--- config.mk ---
export PLATFORM = sky130hd
export DESIGN_NAME = pointer_dead_zone_ema_width
export DESIGN_NICKNAME = d
export VERILOG_FILES = /design/src/pdz_pkg.sv /design/src/pointer_dead_zone_ema_width.sv /design/src/pdz_cfg.sv /design/src/pdz_dp.sv /design/src/pdz_ctrl.sv
export VERILOG_INCLUDE_DIRS = /design/src /design/src/src
export SDC_FILE = /design/constraint.sdc
export NUM_CORES = 2
export LEC_CHECK = 0
export ABC_AREA = 1
export BUFFER_PORTS_ARGS = -buffer_cell sky130_fd_sc_hd__buf_2
export CORE_MARGIN = 2
export CORE_UTILIZATION = 57
export DETAILED_ROUTE_END_ITERATION = 6
export PLACE_DENSITY = 0.74
export RECOVER_POWER = 25
export SLEW_MARGIN = 20
export SYNTH_ARGS = -nofsm -noshare
export SYNTH_HDL_FRONTEND = slang
export SYNTH_SLANG_ARGS = --single-unit
--- constraint.sdc ---
create_clock -name clk -period 14.2 [get_ports clk]
set_input_delay 1.42 -clock clk [delete_from_list [all_inputs] [get_ports clk]]
set_output_delay 1.42 -clock clk [all_outputs]
set_load 0.02 [all_outputs]
--- src/pointer_dead_zone_ema_width_assert.svh ---
// Assertion macros shared by the pointer smoother modules.
`ifndef POINTER_DEAD_ZONE_EMA_WIDTH_ASSERT_SVH
`define POINTER_DEAD_ZONE_EMA_WIDTH_ASSERT_SVH

// Same-cycle implication, sampled on clk, off during rst.
`define PDZ_ASSERT_IMPL(label, ante, cons) \
  label: assert property (@(posedge clk) disable iff (rst) (ante) |-> (cons)) \
    else $error("pointer smoother: implication check failed");

// Next-cycle implication, sampled on clk, off during rst.
`define PDZ_ASSERT_NEXT(label, ante, cons) \
  label: assert property (@(posedge clk) disable iff (rst) (ante) |=> (cons)) \
    else $error("pointer smoother: next-cycle check failed");

`endif

--- src/pdz_pkg.sv ---
// Shared types, codes and constants of the pointer smoother.
package pdz_pkg;

  // Register indexes of the configuration port
  localparam int unsigned CFG_IDX_W = 3;
  localparam logic [CFG_IDX_W-1:0] REG_SMOOTHING_WEIGHT = 3'd0;
  localparam logic [CFG_IDX_W-1:0] REG_DEAD_ZONE        = 3'd1;
  localparam logic [CFG_IDX_W-1:0] REG_BASE_WIDTH       = 3'd2;
  localparam logic [CFG_IDX_W-1:0] REG_WIDTH_STEP       = 3'd3;
  localparam logic [CFG_IDX_W-1:0] REG_MIN_WIDTH        = 3'd4;
  localparam logic [CFG_IDX_W-1:0] REG_DYNAMIC_WIDTH    = 3'd5;
  localparam logic [CFG_IDX_W-1:0] REG_TOOL_KIND        = 3'd6;
  localparam logic [CFG_IDX_W-1:0] REG_ERASER_WIDTH     = 3'd7;

  // Event kinds
  localparam logic [1:0] MODE_PRESS   = 2'd0;
  localparam logic [1:0] MODE_MOVE    = 2'd1;
  localparam logic [1:0] MODE_RELEASE = 2'd2;

  // Register reset values
  localparam logic [8:0]  RST_SMOOTHING_WEIGHT = 9'd128;
  localparam logic [11:0] RST_DEAD_ZONE        = 12'd16;
  localparam logic [11:0] RST_BASE_WIDTH       = 12'd48;
  localparam logic [11:0] RST_WIDTH_STEP       = 12'd8;
  localparam logic [11:0] RST_MIN_WIDTH        = 12'd16;
  localparam logic        RST_DYNAMIC_WIDTH    = 1'b1;
  localparam logic        RST_TOOL_KIND        = 1'b0;
  localparam logic [11:0] RST_ERASER_WIDTH     = 12'd320;

  // Arithmetic constants
  localparam logic [8:0]  WEIGHT_ONE       = 9'd256;
  localparam logic [32:0] ROUND_HALF       = 33'd128;
  localparam logic signed [13:0] HALF_PIXEL_WIDTH = 14'sd8;
  localparam logic signed [13:0] MAX_WIDTH        = 14'sd4095;

  typedef struct packed {
    logic [8:0]  smoothing_weight;
    logic [11:0] dead_zone;
    logic [11:0] base_width;
    logic [11:0] width_step;
    logic [11:0] min_width;
    logic        dynamic_width;
    logic        tool_kind;
    logic [11:0] eraser_width;
  } cfg_t;

  typedef enum logic [3:0] {
    ST_IDLE,
    ST_DECODE,
    ST_DIST_DY,
    ST_DZ_SQ,
    ST_CHECK,
    ST_BLEND_XA,
    ST_BLEND_XB,
    ST_BLEND_YA,
    ST_BLEND_YB,
    ST_SPEED_X,
    ST_SPEED_Y,
    ST_SPEED_SUM,
    ST_WIDTH,
    ST_EMIT
  } state_t;

  // Operand pair for the shared multiplier
  typedef enum logic [2:0] {
    MUL_DX,
    MUL_DY,
    MUL_DZ,
    MUL_W_RX,
    MUL_V_SX,
    MUL_W_RY,
    MUL_V_SY
  } mul_sel_t;

  // Accumulator operation on the registered product
  typedef enum logic [1:0] {
    ACC_HOLD,
    ACC_LOAD,
    ACC_ROUND,
    ACC_ADD
  } acc_op_t;

  typedef struct packed {
    logic     latch_in;
    mul_sel_t mul_sel;
    acc_op_t  acc_op;
    logic     set_x;
    logic     set_y;
    logic     do_press;
    logic     do_release;
    logic     upd_width;
    logic     load_out;
  } ctrl_cmd_t;

  typedef struct packed {
    logic [1:0] mode;
    logic       pen_down;
    logic       near;
  } dp_status_t;

endpackage

--- src/pointer_dead_zone_ema_width.sv ---
// Top level of the pointer smoother with dead zone, moving average and dynamic width.
//
//   channel | handshake             | payload
//   --------+-----------------------+------------------------------------------------
//   in      | in_valid / in_ready   | mode, x_pos, y_pos
//   out     | out_valid / out_ready | point_x, point_y, stroke_width, stroke_start
//   cfg     | cfg_we (no wait)      | cfg_index, cfg_data
//
// One item at a time through a sequencer over one shared 16x16 multiplier.
// A move runs the decode, distance, dead-zone, blend, speed and width steps (nine useful
// products through the multiplier), loads its result and takes the next item in the
// cycle after the load; a press skips to emit, the rest end at decode or the check.
// A result still waiting in the output register holds the emit step.
// The output register holds a result while the next item is taken and worked.
// Synchronous reset clears stroke state and loads the register defaults.
module pointer_dead_zone_ema_width (
  input  logic                          clk,
  input  logic                          rst,
  input  logic                          in_valid,
  output logic                          in_ready,
  input  logic [1:0]                    mode,
  input  logic [15:0]                   x_pos,
  input  logic [15:0]                   y_pos,
  output logic                          out_valid,
  input  logic                          out_ready,
  output logic [15:0]                   point_x,
  output logic [15:0]                   point_y,
  output logic [11:0]                   stroke_width,
  output logic                          stroke_start,
  input  logic                          cfg_we,
  input  logic [pdz_pkg::CFG_IDX_W-1:0] cfg_index,
  input  logic [11:0]                   cfg_data
);

  pdz_pkg::cfg_t       cfg;
  pdz_pkg::ctrl_cmd_t  cmd;
  pdz_pkg::dp_status_t status;

  pdz_cfg u_cfg (
    .clk       (clk),
    .rst       (rst),
    .cfg_we    (cfg_we),
    .cfg_index (cfg_index),
    .cfg_data  (cfg_data),
    .cfg       (cfg)
  );

  pdz_ctrl u_ctrl (
    .clk       (clk),
    .rst       (rst),
    .in_valid  (in_valid),
    .in_ready  (in_ready),
    .out_valid (out_valid),
    .out_ready (out_ready),
    .status    (status),
    .cmd       (cmd)
  );

  pdz_dp u_dp (
    .clk          (clk),
    .rst          (rst),
    .cfg          (cfg),
    .cmd          (cmd),
    .status       (status),
    .mode         (mode),
    .x_pos        (x_pos),
    .y_pos        (y_pos),
    .point_x      (point_x),
    .point_y      (point_y),
    .stroke_width (stroke_width),
    .stroke_start (stroke_start)
  );

endmodule

--- src/pdz_cfg.sv ---
// Configuration register file of the pointer smoother.
module pdz_cfg (
  input  logic                          clk,
  input  logic                          rst,
  input  logic                          cfg_we,
  input  logic [pdz_pkg::CFG_IDX_W-1:0] cfg_index,
  input  logic [11:0]                   cfg_data,
  output pdz_pkg::cfg_t                 cfg
);

  // Write one register per enabled cycle
  always_ff @(posedge clk) begin
    if (rst) begin
      cfg.smoothing_weight <= pdz_pkg::RST_SMOOTHING_WEIGHT;
      cfg.dead_zone        <= pdz_pkg::RST_DEAD_ZONE;
      cfg.base_width       <= pdz_pkg::RST_BASE_WIDTH;
      cfg.width_step       <= pdz_pkg::RST_WIDTH_STEP;
      cfg.min_width        <= pdz_pkg::RST_MIN_WIDTH;
      cfg.dynamic_width    <= pdz_pkg::RST_DYNAMIC_WIDTH;
      cfg.tool_kind        <= pdz_pkg::RST_TOOL_KIND;
      cfg.eraser_width     <= pdz_pkg::RST_ERASER_WIDTH;
    end else if (cfg_we) begin
      unique case (cfg_index)
        pdz_pkg::REG_SMOOTHING_WEIGHT: cfg.smoothing_weight <= cfg_data[8:0];
        pdz_pkg::REG_DEAD_ZONE:        cfg.dead_zone        <= cfg_data;
        pdz_pkg::REG_BASE_WIDTH:       cfg.base_width       <= cfg_data;
        pdz_pkg::REG_WIDTH_STEP:       cfg.width_step       <= cfg_data;
        pdz_pkg::REG_MIN_WIDTH:        cfg.min_width        <= cfg_data;
        pdz_pkg::REG_DYNAMIC_WIDTH:    cfg.dynamic_width    <= cfg_data[0];
        pdz_pkg::REG_TOOL_KIND:        cfg.tool_kind        <= cfg_data[0];
        pdz_pkg::REG_ERASER_WIDTH:     cfg.eraser_width     <= cfg_data;
        default: ;
      endcase
    end
  end

endmodule

--- src/pdz_dp.sv ---
// Datapath of the pointer smoother: shared multiplier, accumulator, stroke state.
`include "pointer_dead_zone_ema_width_assert.svh"

module pdz_dp (
  input  logic                   clk,
  input  logic                   rst,
  input  pdz_pkg::cfg_t          cfg,
  input  pdz_pkg::ctrl_cmd_t     cmd,
  output pdz_pkg::dp_status_t    status,
  input  logic [1:0]             mode,
  input  logic [15:0]            x_pos,
  input  logic [15:0]            y_pos,
  output logic [15:0]            point_x,
  output logic [15:0]            point_y,
  output logic [11:0]            stroke_width,
  output logic                   stroke_start
);

  logic [1:0]  in_mode;
  logic [15:0] raw_x;
  logic [15:0] raw_y;
  logic [15:0] smooth_x;
  logic [15:0] smooth_y;
  logic        pen_down;
  logic [32:0] last_speed_sq;
  logic signed [12:0] width_offset;
  logic signed [12:0] width_offset_next;
  logic [31:0] prod;
  logic [32:0] acc;

  logic [15:0] dx;
  logic [15:0] dy;
  logic [8:0]  w_eff;
  logic [8:0]  w_inv;
  logic [15:0] mul_a;
  logic [15:0] mul_b;
  logic [32:0] prod_ext;

  logic signed [13:0] off_ext;
  logic signed [13:0] step_ext;
  logic signed [13:0] floor_off;
  logic signed [13:0] off_dn;
  logic signed [13:0] off_up;
  logic signed [13:0] wsum;
  logic [11:0]        width_dyn;
  logic [11:0]        width_sel;

  // Latch the accepted item
  always_ff @(posedge clk) begin
    if (cmd.latch_in) begin
      in_mode <= mode;
      raw_x   <= x_pos;
      raw_y   <= y_pos;
    end
  end

  // Distances to the smoothed point and clamped weights
  always_comb begin
    dx    = (raw_x >= smooth_x) ? raw_x - smooth_x : smooth_x - raw_x;
    dy    = (raw_y >= smooth_y) ? raw_y - smooth_y : smooth_y - raw_y;
    w_eff = (cfg.smoothing_weight > pdz_pkg::WEIGHT_ONE) ? pdz_pkg::WEIGHT_ONE
                                                         : cfg.smoothing_weight;
    w_inv = pdz_pkg::WEIGHT_ONE - w_eff;
  end

  // Select multiplier operands
  always_comb begin
    case (cmd.mul_sel)
      pdz_pkg::MUL_DX:   begin mul_a = dx;                mul_b = dx;            end
      pdz_pkg::MUL_DY:   begin mul_a = dy;                mul_b = dy;            end
      pdz_pkg::MUL_DZ:   begin
        mul_a = {4'b0, cfg.dead_zone};
        mul_b = {4'b0, cfg.dead_zone};
      end
      pdz_pkg::MUL_W_RX: begin mul_a = {7'b0, w_eff};     mul_b = raw_x;         end
      pdz_pkg::MUL_V_SX: begin mul_a = {7'b0, w_inv};     mul_b = smooth_x;      end
      pdz_pkg::MUL_W_RY: begin mul_a = {7'b0, w_eff};     mul_b = raw_y;         end
      pdz_pkg::MUL_V_SY: begin mul_a = {7'b0, w_inv};     mul_b = smooth_y;      end
      default:           begin mul_a = '0;                mul_b = '0;            end
    endcase
  end

  // Register the product, then accumulate it
  assign prod_ext = {1'b0, prod};

  always_ff @(posedge clk) begin
    prod <= mul_a * mul_b;
    case (cmd.acc_op)
      pdz_pkg::ACC_LOAD:  acc <= prod_ext;
      pdz_pkg::ACC_ROUND: acc <= prod_ext + pdz_pkg::ROUND_HALF;
      pdz_pkg::ACC_ADD:   acc <= acc + prod_ext;
      default:            acc <= acc;
    endcase
  end

  // Next width offset from the speed trend
  always_comb begin
    off_ext   = {width_offset[12], width_offset};
    step_ext  = $signed({2'b0, cfg.width_step});
    floor_off = $signed({2'b0, cfg.min_width}) - $signed({2'b0, cfg.base_width});
    off_dn    = off_ext - step_ext;
    off_up    = off_ext + step_ext;
    width_offset_next = width_offset;
    if (acc > last_speed_sq) begin
      width_offset_next = (off_dn < floor_off) ? floor_off[12:0] : off_dn[12:0];
    end else if (acc < last_speed_sq) begin
      width_offset_next = (off_up > 14'sd0) ? 13'sd0 : off_up[12:0];
    end
  end

  // Width of the emitted point
  always_comb begin
    wsum = $signed({2'b0, cfg.base_width}) + off_ext;
    if (wsum < pdz_pkg::HALF_PIXEL_WIDTH) begin
      width_dyn = pdz_pkg::HALF_PIXEL_WIDTH[11:0];
    end else if (wsum > pdz_pkg::MAX_WIDTH) begin
      width_dyn = pdz_pkg::MAX_WIDTH[11:0];
    end else begin
      width_dyn = wsum[11:0];
    end
    if (cfg.tool_kind) begin
      width_sel = cfg.eraser_width;
    end else if (!cfg.dynamic_width) begin
      width_sel = cfg.base_width;
    end else begin
      width_sel = width_dyn;
    end
  end

  // Pen state
  always_ff @(posedge clk) begin
    if (rst) begin
      pen_down <= 1'b0;
    end else if (cmd.do_press) begin
      pen_down <= 1'b1;
    end else if (cmd.do_release) begin
      pen_down <= 1'b0;
    end
  end

  // Smoothed point, offset and last speed
  always_ff @(posedge clk) begin
    if (rst) begin
      smooth_x      <= '0;
      smooth_y      <= '0;
      last_speed_sq <= '0;
      width_offset  <= '0;
    end else if (cmd.do_press) begin
      smooth_x      <= raw_x;
      smooth_y      <= raw_y;
      last_speed_sq <= '0;
      width_offset  <= -$signed({1'b0, cfg.base_width});
    end else begin
      if (cmd.set_x) begin
        smooth_x <= acc[23:8];
      end
      if (cmd.set_y) begin
        smooth_y <= acc[23:8];
      end
      if (cmd.upd_width && cfg.dynamic_width) begin
        width_offset  <= width_offset_next;
        last_speed_sq <= acc;
      end
    end
  end

  // Output register
  always_ff @(posedge clk) begin
    if (cmd.load_out) begin
      point_x      <= smooth_x;
      point_y      <= smooth_y;
      stroke_width <= width_sel;
      stroke_start <= (in_mode == pdz_pkg::MODE_PRESS);
    end
  end

  assign status.mode     = in_mode;
  assign status.pen_down = pen_down;
  assign status.near     = acc < prod_ext;

  `PDZ_ASSERT_IMPL(a_offset_range, 1'b1, !(width_offset[12] && (width_offset[11:0] == 12'd0)))
  `PDZ_ASSERT_NEXT(a_width_floor, cmd.load_out && cfg.dynamic_width && !cfg.tool_kind, stroke_width >= 12'd8)
  `PDZ_ASSERT_NEXT(a_press_seeds, cmd.do_press, pen_down && (last_speed_sq == 33'd0))

endmodule

--- src/pdz_ctrl.sv ---
// Sequencer of the pointer smoother: handshakes and datapath commands.
`include "pointer_dead_zone_ema_width_assert.svh"

module pdz_ctrl (
  input  logic                clk,
  input  logic                rst,
  input  logic                in_valid,
  output logic                in_ready,
  output logic                out_valid,
  input  logic                out_ready,
  input  pdz_pkg::dp_status_t status,
  output pdz_pkg::ctrl_cmd_t  cmd
);

  pdz_pkg::state_t state;
  pdz_pkg::state_t state_next;
  logic            out_valid_next;

  // State register
  always_ff @(posedge clk) begin
    if (rst) begin
      state <= pdz_pkg::ST_IDLE;
    end else begin
      state <= state_next;
    end
  end

  // Next state and commands
  always_comb begin
    state_next     = state;
    cmd            = '0;
    cmd.mul_sel    = pdz_pkg::MUL_DX;
    cmd.acc_op     = pdz_pkg::ACC_HOLD;
    unique case (state)
      pdz_pkg::ST_IDLE: begin
        if (in_valid && in_ready) begin
          cmd.latch_in = 1'b1;
          state_next   = pdz_pkg::ST_DECODE;
        end
      end
      pdz_pkg::ST_DECODE: begin
        // start the raw-to-smoothed distance while deciding
        cmd.mul_sel = pdz_pkg::MUL_DX;
        unique case (status.mode)
          pdz_pkg::MODE_PRESS: begin
            cmd.do_press = 1'b1;
            state_next   = pdz_pkg::ST_EMIT;
          end
          pdz_pkg::MODE_MOVE: begin
            state_next = status.pen_down ? pdz_pkg::ST_DIST_DY : pdz_pkg::ST_IDLE;
          end
          pdz_pkg::MODE_RELEASE: begin
            cmd.do_release = 1'b1;
            state_next     = pdz_pkg::ST_IDLE;
          end
          default: state_next = pdz_pkg::ST_IDLE;
        endcase
      end
      pdz_pkg::ST_DIST_DY: begin
        cmd.acc_op  = pdz_pkg::ACC_LOAD;
        cmd.mul_sel = pdz_pkg::MUL_DY;
        state_next  = pdz_pkg::ST_DZ_SQ;
      end
      pdz_pkg::ST_DZ_SQ: begin
        cmd.acc_op  = pdz_pkg::ACC_ADD;
        cmd.mul_sel = pdz_pkg::MUL_DZ;
        state_next  = pdz_pkg::ST_CHECK;
      end
      pdz_pkg::ST_CHECK: begin
        // drop the move inside the dead zone
        cmd.mul_sel = pdz_pkg::MUL_W_RX;
        state_next  = status.near ? pdz_pkg::ST_IDLE : pdz_pkg::ST_BLEND_XA;
      end
      pdz_pkg::ST_BLEND_XA: begin
        cmd.acc_op  = pdz_pkg::ACC_ROUND;
        cmd.mul_sel = pdz_pkg::MUL_V_SX;
        state_next  = pdz_pkg::ST_BLEND_XB;
      end
      pdz_pkg::ST_BLEND_XB: begin
        cmd.acc_op  = pdz_pkg::ACC_ADD;
        cmd.mul_sel = pdz_pkg::MUL_W_RY;
        state_next  = pdz_pkg::ST_BLEND_YA;
      end
      pdz_pkg::ST_BLEND_YA: begin
        cmd.set_x   = 1'b1;
        cmd.acc_op  = pdz_pkg::ACC_ROUND;
        cmd.mul_sel = pdz_pkg::MUL_V_SY;
        state_next  = pdz_pkg::ST_BLEND_YB;
      end
      pdz_pkg::ST_BLEND_YB: begin
        cmd.acc_op = pdz_pkg::ACC_ADD;
        state_next = pdz_pkg::ST_SPEED_X;
      end
      pdz_pkg::ST_SPEED_X: begin
        cmd.set_y   = 1'b1;
        cmd.mul_sel = pdz_pkg::MUL_DX;
        state_next  = pdz_pkg::ST_SPEED_Y;
      end
      pdz_pkg::ST_SPEED_Y: begin
        cmd.acc_op  = pdz_pkg::ACC_LOAD;
        cmd.mul_sel = pdz_pkg::MUL_DY;
        state_next  = pdz_pkg::ST_SPEED_SUM;
      end
      pdz_pkg::ST_SPEED_SUM: begin
        cmd.acc_op = pdz_pkg::ACC_ADD;
        state_next = pdz_pkg::ST_WIDTH;
      end
      pdz_pkg::ST_WIDTH: begin
        cmd.upd_width = 1'b1;
        state_next    = pdz_pkg::ST_EMIT;
      end
      pdz_pkg::ST_EMIT: begin
        // hold until the output register is free
        if (!out_valid || out_ready) begin
          cmd.load_out = 1'b1;
          state_next   = pdz_pkg::ST_IDLE;
        end
      end
      default: state_next = pdz_pkg::ST_IDLE;
    endcase
  end

  // Output valid flag
  always_comb begin
    if (cmd.load_out) begin
      out_valid_next = 1'b1;
    end else if (out_ready) begin
      out_valid_next = 1'b0;
    end else begin
      out_valid_next = out_valid;
    end
  end

  always_ff @(posedge clk) begin
    if (rst) begin
      out_valid <= 1'b0;
    end else begin
      out_valid <= out_valid_next;
    end
  end

  // Take no item while reset is held
  assign in_ready = (state == pdz_pkg::ST_IDLE) && !rst;

  `PDZ_ASSERT_IMPL(a_no_overwrite, cmd.load_out, !out_valid || out_ready)
  `PDZ_ASSERT_NEXT(a_one_item, in_valid && in_ready, !in_ready)
  `PDZ_ASSERT_IMPL(a_result_from_emit, $rose(out_valid), $past(state) == pdz_pkg::ST_EMIT)

endmodule
## Word-level counts from Yosys, hierarchy flattened

Cells that the tools add are included.

- Flip-flop bits (word level): 299
- Latch bits: 0
- Bits in writable memories: 0
- Bits in read-only memories: 0
- Output and inout port bits: 47
- Memories: 0

- Add/subtract/negate cells: 12
- Multipliers: 1
- Div/mod/pow operators: 0
- Magnitude comparators: 10
- Equal/unequal tests: 33
- Shift operators: 0
- Mux-type cells: 42
- Bitwise logic cells: 0
- Reductions and logical operators: 33

Operator list:

| cell | count |
|---|---|
| one-hot mux 16 bit (7 select lines) | 1 |
| one-hot mux 33 bit (3 select lines) | 1 |
| two-way mux 16 bit | 6 |
| one-hot mux 16 bit (5 select lines) | 1 |
| two-way mux 13 bit | 6 |
| subtractor 16 bit | 4 |
| one-hot mux 4 bit (14 select lines) | 1 |
| two-way mux 12 bit | 4 |
| adder 32 x 8 -> 33 bit, second input constant | 1 |
| adder 33 x 32 -> 33 bit | 1 |
| greater-than comparator 33 bit | 1 |
| less-than comparator 33 x 32 -> 1 bit | 1 |
| less-than comparator 33 bit | 1 |
| >= comparator 16 bit | 2 |
| multiplier 16 x 16 -> 32 bit | 1 |
| adder 13 x 13 -> 14 bit | 2 |
| == test 4 bit, second input constant | 6 |
| == test 3 bit, second input constant | 7 |
| AND reduction 2 bit | 10 |
| one-hot mux 3 bit (6 select lines) | 1 |
| == test 4 x 3 -> 1 bit, second input constant | 4 |
| greater-than comparator 14 x 1 -> 1 bit, second input constant | 1 |
| greater-than comparator 14 x 13 -> 1 bit, second input constant | 1 |
| less-than comparator 14 bit | 1 |
| other kinds (30) | 66 |

## Logic depth before layout (Yosys ltp)

- Depth in word-level cells: 7
- Mapped depth: 44
- Depth with buffers taken out: 42

## Modules after synthesis

A second synthesis with hierarchy kept.

- Cell total of the unflattened synthesis: 4427
- Area total of the unflattened synthesis: 31923.1 um^2

By module, submodules not included:

| module | times used | cells each | area an instance (um^2) | seq. area each (um^2) |
|---|---|---|---|---|
| pdz_dp | 1 | 3935 | 28564.9 | 5585.4 |
| pdz_cfg | 1 | 408 | 2869.0 | 1421.4 |
| pdz_ctrl | 1 | 84 | 489.2 | 100.1 |

## Worst setup path after synthesis

Ideal clock, no wire load.

- Path type: reg-to-reg
- From: register u_dp.raw_y[0]
- To: register u_dp.prod[21]
- Setup time: 0.120 ns
- Arrival time: 7.126 ns
- Setup slack: 6.955 ns
- Stages on the path, launching flop included: 40
- Path buffers: 2
- Clock period less this slack: 7.245 ns
- Cells stage by stage: edfxtp_1 -> inv_1 -> ha_1 -> inv_1 -> fa_1 -> nand2_2 -> nand2_2 -> nand2_1 -> o211ai_2 -> nand2_2 -> nand3_4 -> inv_4 -> buf_6 -> nand2_1 -> nand3_1 -> nand2_2 -> nor2_4 -> nand3_2 -> (+4 left out) -> inv_1 -> fa_1 -> fa_1 -> inv_1 -> fa_1 -> fa_1 -> inv_1 -> fa_1 -> inv_1 -> ha_1 -> a21oi_1 -> inv_1 -> a21oi_1 -> a21boi_0 -> o21ai_0 -> nand3_1 -> nand2_1 -> xor2_1

- Cells in the longest elaborated chain, start to end: 4
- Elaborated cells between the ends (all ways): 7
- Classes of those cells: add/sub (2); mul (1); order compare (1); mux (3)

RTL lines:

| item | RTL line | RTL |
|---|---|---|
| from (decl) | pdz_dp.sv:21 | `logic [15:0] raw_y;` |
| from (signal assigned) | pdz_dp.sv:53 | `raw_y <= y_pos;` |
| subtractor 16 bit / >= comparator 16 bit (equally long branches) | pdz_dp.sv:60 | `dy = (raw_y >= smooth_y) ? raw_y - smooth_y : smooth_y - raw_y;` |
| two-way mux 16 bit | pdz_dp.sv:60 |  |
| one-hot mux 16 bit (7 select lines) / one-hot mux 16 bit (5 select lines) (equally long branches) | pdz_dp.sv:68 | `case (cmd.mul_sel)` |
| multiplier 16 x 16 -> 32 bit (*) | pdz_dp.sv:87 | `prod <= mul_a * mul_b;` |
| to (signal assigned) | pdz_dp.sv:87 |  |
| to (decl) | pdz_dp.sv:28 | `logic [31:0] prod;` |

Every way passes the cells marked *; elsewhere a longest branch is shown, timed or not.
A chain may end at the register's enable or synchronous reset.

## Worst setup path after layout

- From: register u_dp.raw_y[0]
- To: register u_dp.prod[27]

The elaborated chain is that of the path after synthesis.

==> results.ini <==
[status]
status = complete, but fails checks
violations = capacitance limit, slew limit

[synth]
synth_most_common_cell = nand2_1
yosys_warnings = 0
synth_top_family_by_area = adder cells
synthSimpleGateAreaFrac = 0.2382
synth_compound_area_frac = 0.1324
synth.cell_area_um2 = 31440
avgSynthCellArea_um2 = 7.227
synth_fa_ha_area_frac = 0.2594
netlist_instances = 4350
yosys.area_share.xor_xnor = 0.03009
synth_top_area_share = 0.1301
synth_edf_count = 112
synth_seq_cells = 299
synthFlopType = dfxtp_1
yosysTopAreaCell = ha_1
synth_nets = 4934
synth.distinct_cells = 60
synth-seq-area-share = 0.2261
async_flop_share = 0
synthTopCellsByCount = nand2_1 (932), inv_1 (758), nor2_1 (480)
muxShareOfSynthArea = 0
synth_area_leaders = ha_1 (13%), fa_1 (13%), dfxtp_1 (12%), nand2_1 (11%), edfxtp_1 (11%)

[place]
gp_congestion = 0.9835
place_inst = 5055
port-buffer-count = 100
hpwlAfterDp_um = 74500
postPlaceCellArea_um2 = 32360

[cells_and_area]
multi_input_area_um2 = 20760
final_area_um2 = 33540
seqCellArea_um2 = 7107
finish.utilization = 0.6124
final_nets = 4973
stdcell_count = 5121
area_delta_synth_final_pct = 6.691
nFillCells = 5186
drive_gt1_frac = 0.06476

[floorplan]
coreArea_um2 = 54770
die-area_um2 = 57050
rows = 86
start_util = 0.5740
fp.dieH_um = 238.8
ios = 101
die_x_um = 238.8

[setup_path]
path_delay_family = adder cells
cp_slowest_cell = nand3_1
crit_buf_inv = 8
critPathCaptureType = flop
cp_max_fo = 17
critPathRequiredTime_ns = 14.68
crit_path_start_kind = flop
critPathArrivalTime_ns = 9.24
max_stage_delay_ns = 0.66
worst-setup-path-type = reg -> reg

[clocking]
cts_resized = 0
htreeDepth = 2
clkLatencyLatePin_ns = 0.56
numClockSinks = 299
clockRootBuffer = clkbuf_16
cts_hold_buf = 0
clk_pin_slew_ns = 0.07
post_cts_buffers = 0
clockBufferDepth = 3
tritoncts = yes
numCtsBuffers = 36

[timing]
rsz0062_at_grt = no
worst_pin_slew_ns = 2.567
slew_headroom = -0.7116
slew_violations = 61
setup_tns_ns = 0
setup_viol = 0
finalHoldViolations = 0
post-route-min-period_ns = 8.754
finClkSkew_ns = 0.02208
period_share = 0.6165
max_clock_freq_mhz = 114.2

[global_routing]
track_usage = 0.3325
grt-ovfl-total = 0
grt_max_degree = 79
grt_pass1_wl_um = 148500
antenna_found_initial = 1
grt_pass1_vias = 27340

[detailed_routing]
drcViolationCount = 0
wl_per_cell_um = 18.51
vias = 28880
dr.first_iter.drc_count = 2535
drt-total-wl_um = 94790
ant_nets = 0
first_pass_iters = 6
vias_per_cell = 5.639

[worst_hold_path]
hold_class = reg -> reg

[run]
cap_violations = 2

==> state kept, by name, indices dropped and copies added, names as in the netlist <==
signal	cells
u_cfg.cfg	71
u_ctrl.out_valid	1
u_ctrl.state	4
u_dp.acc	33
u_dp.in_mode	2
u_dp.last_speed_sq	33
u_dp.pen_down	1
u_dp.point_x	16
u_dp.point_y	16
u_dp.prod	32
u_dp.raw_x	16
u_dp.raw_y	16
u_dp.smooth_x	16
u_dp.smooth_y	16
u_dp.stroke_start	1
u_dp.stroke_width	12
u_dp.width_offset	13
==> cells by family (layout without fill, tap and decap cells) <==
kind of cell	Yosys count	count (layout)
xor+xnor	108	108
buf+inv	912	978
other cells	0	1
flops	299	299
fa+ha+maj	530	530
compound gates	742	742
simple gates	1759	1759
==> stage by stage <==
step / setup WS, ns / hold WS (ns)
3_5_place_dp: 5.622 / 0.4441
4_1_cts: 5.584 / 0.4576
3_3_place_gp: 5.773 / 0.4343
6_report: 5.446 / 0.4598
5_1_grt: 4.912 / 0.4624
2_1_floorplan: 6.955 / 0.4082
==> cell type report <==
cell class | instances | area share
flip-flops and latches | 299 | 0.2119
repair buffers | 112 | 0.01701
clock inverters | 14 | 0.005111
well taps | 704 | 0.02626
multi-input cells | 3139 | 0.6189
inverters | 801 | 0.08979
diodes | 1 | 0.00007461
clock buffers | 51 | 0.03096
==> final timing paths <==
path / slack, ns / startpoint / cells after the start / end
setup / recovery: 5.45 / u_dp.raw_y[0] / 34 / u_dp.prod[27]
hold / removal: 0.46 / u_dp.last_speed_sq[12] / 2 / u_dp.last_speed_sq[12]
setup reg to reg: 5.45 / u_dp.raw_y[0] / 34 / u_dp.prod[27]
hold reg to reg: 0.46 / u_dp.last_speed_sq[12] / 2 / u_dp.last_speed_sq[12]
==> worst register-to-register path, delay by kind of cell (launching register included) <==
family / cells / cell delay [ns]
buffers and inverters: 8 / 0.70
AO/OA/AOI/OAI: 6 / 1.35
AND/OR/NAND/NOR: 10 / 1.96
adder cells (fa/ha/maj): 9 / 4.10
flip-flops: 1 / 0.43
XOR/XNOR: 1 / 0.13
==> cell usage in the layout, fill, tap and decap left out, drive strengths merged, types with 16 or more instances in the layout <==
cell type	count
a21o	16
a21oi	317
a31oi	19
buf	98
clkbuf	65
dfxtp	187
edfxtp	112
fa	203
ha	327
inv	801
nand2	950
nand3	196
nand4	25
nor2	514
nor3	41
o21ai	253
o21bai	23
o221ai	25
o22ai	36
xnor2	21
xor2	87
==> routing by layer <==
| metal | up-vias | share of wire | GRT usage |
|---|---|---|---|
| li1 | 13940 | - | - |
| met1 | 13670 | 0.43 | 0.4549 |
| met2 | 1061 | 0.45 | 0.5329 |
| met3 | 210 | 0.076 | 0.04942 |
| met4 | 0 | 0.040 | 0.1261 |
| met5 | - | 0 | 0 |
Power is not shown: default switching activity piles up to over one toggle a cycle in this logic, so the estimate is an artifact.
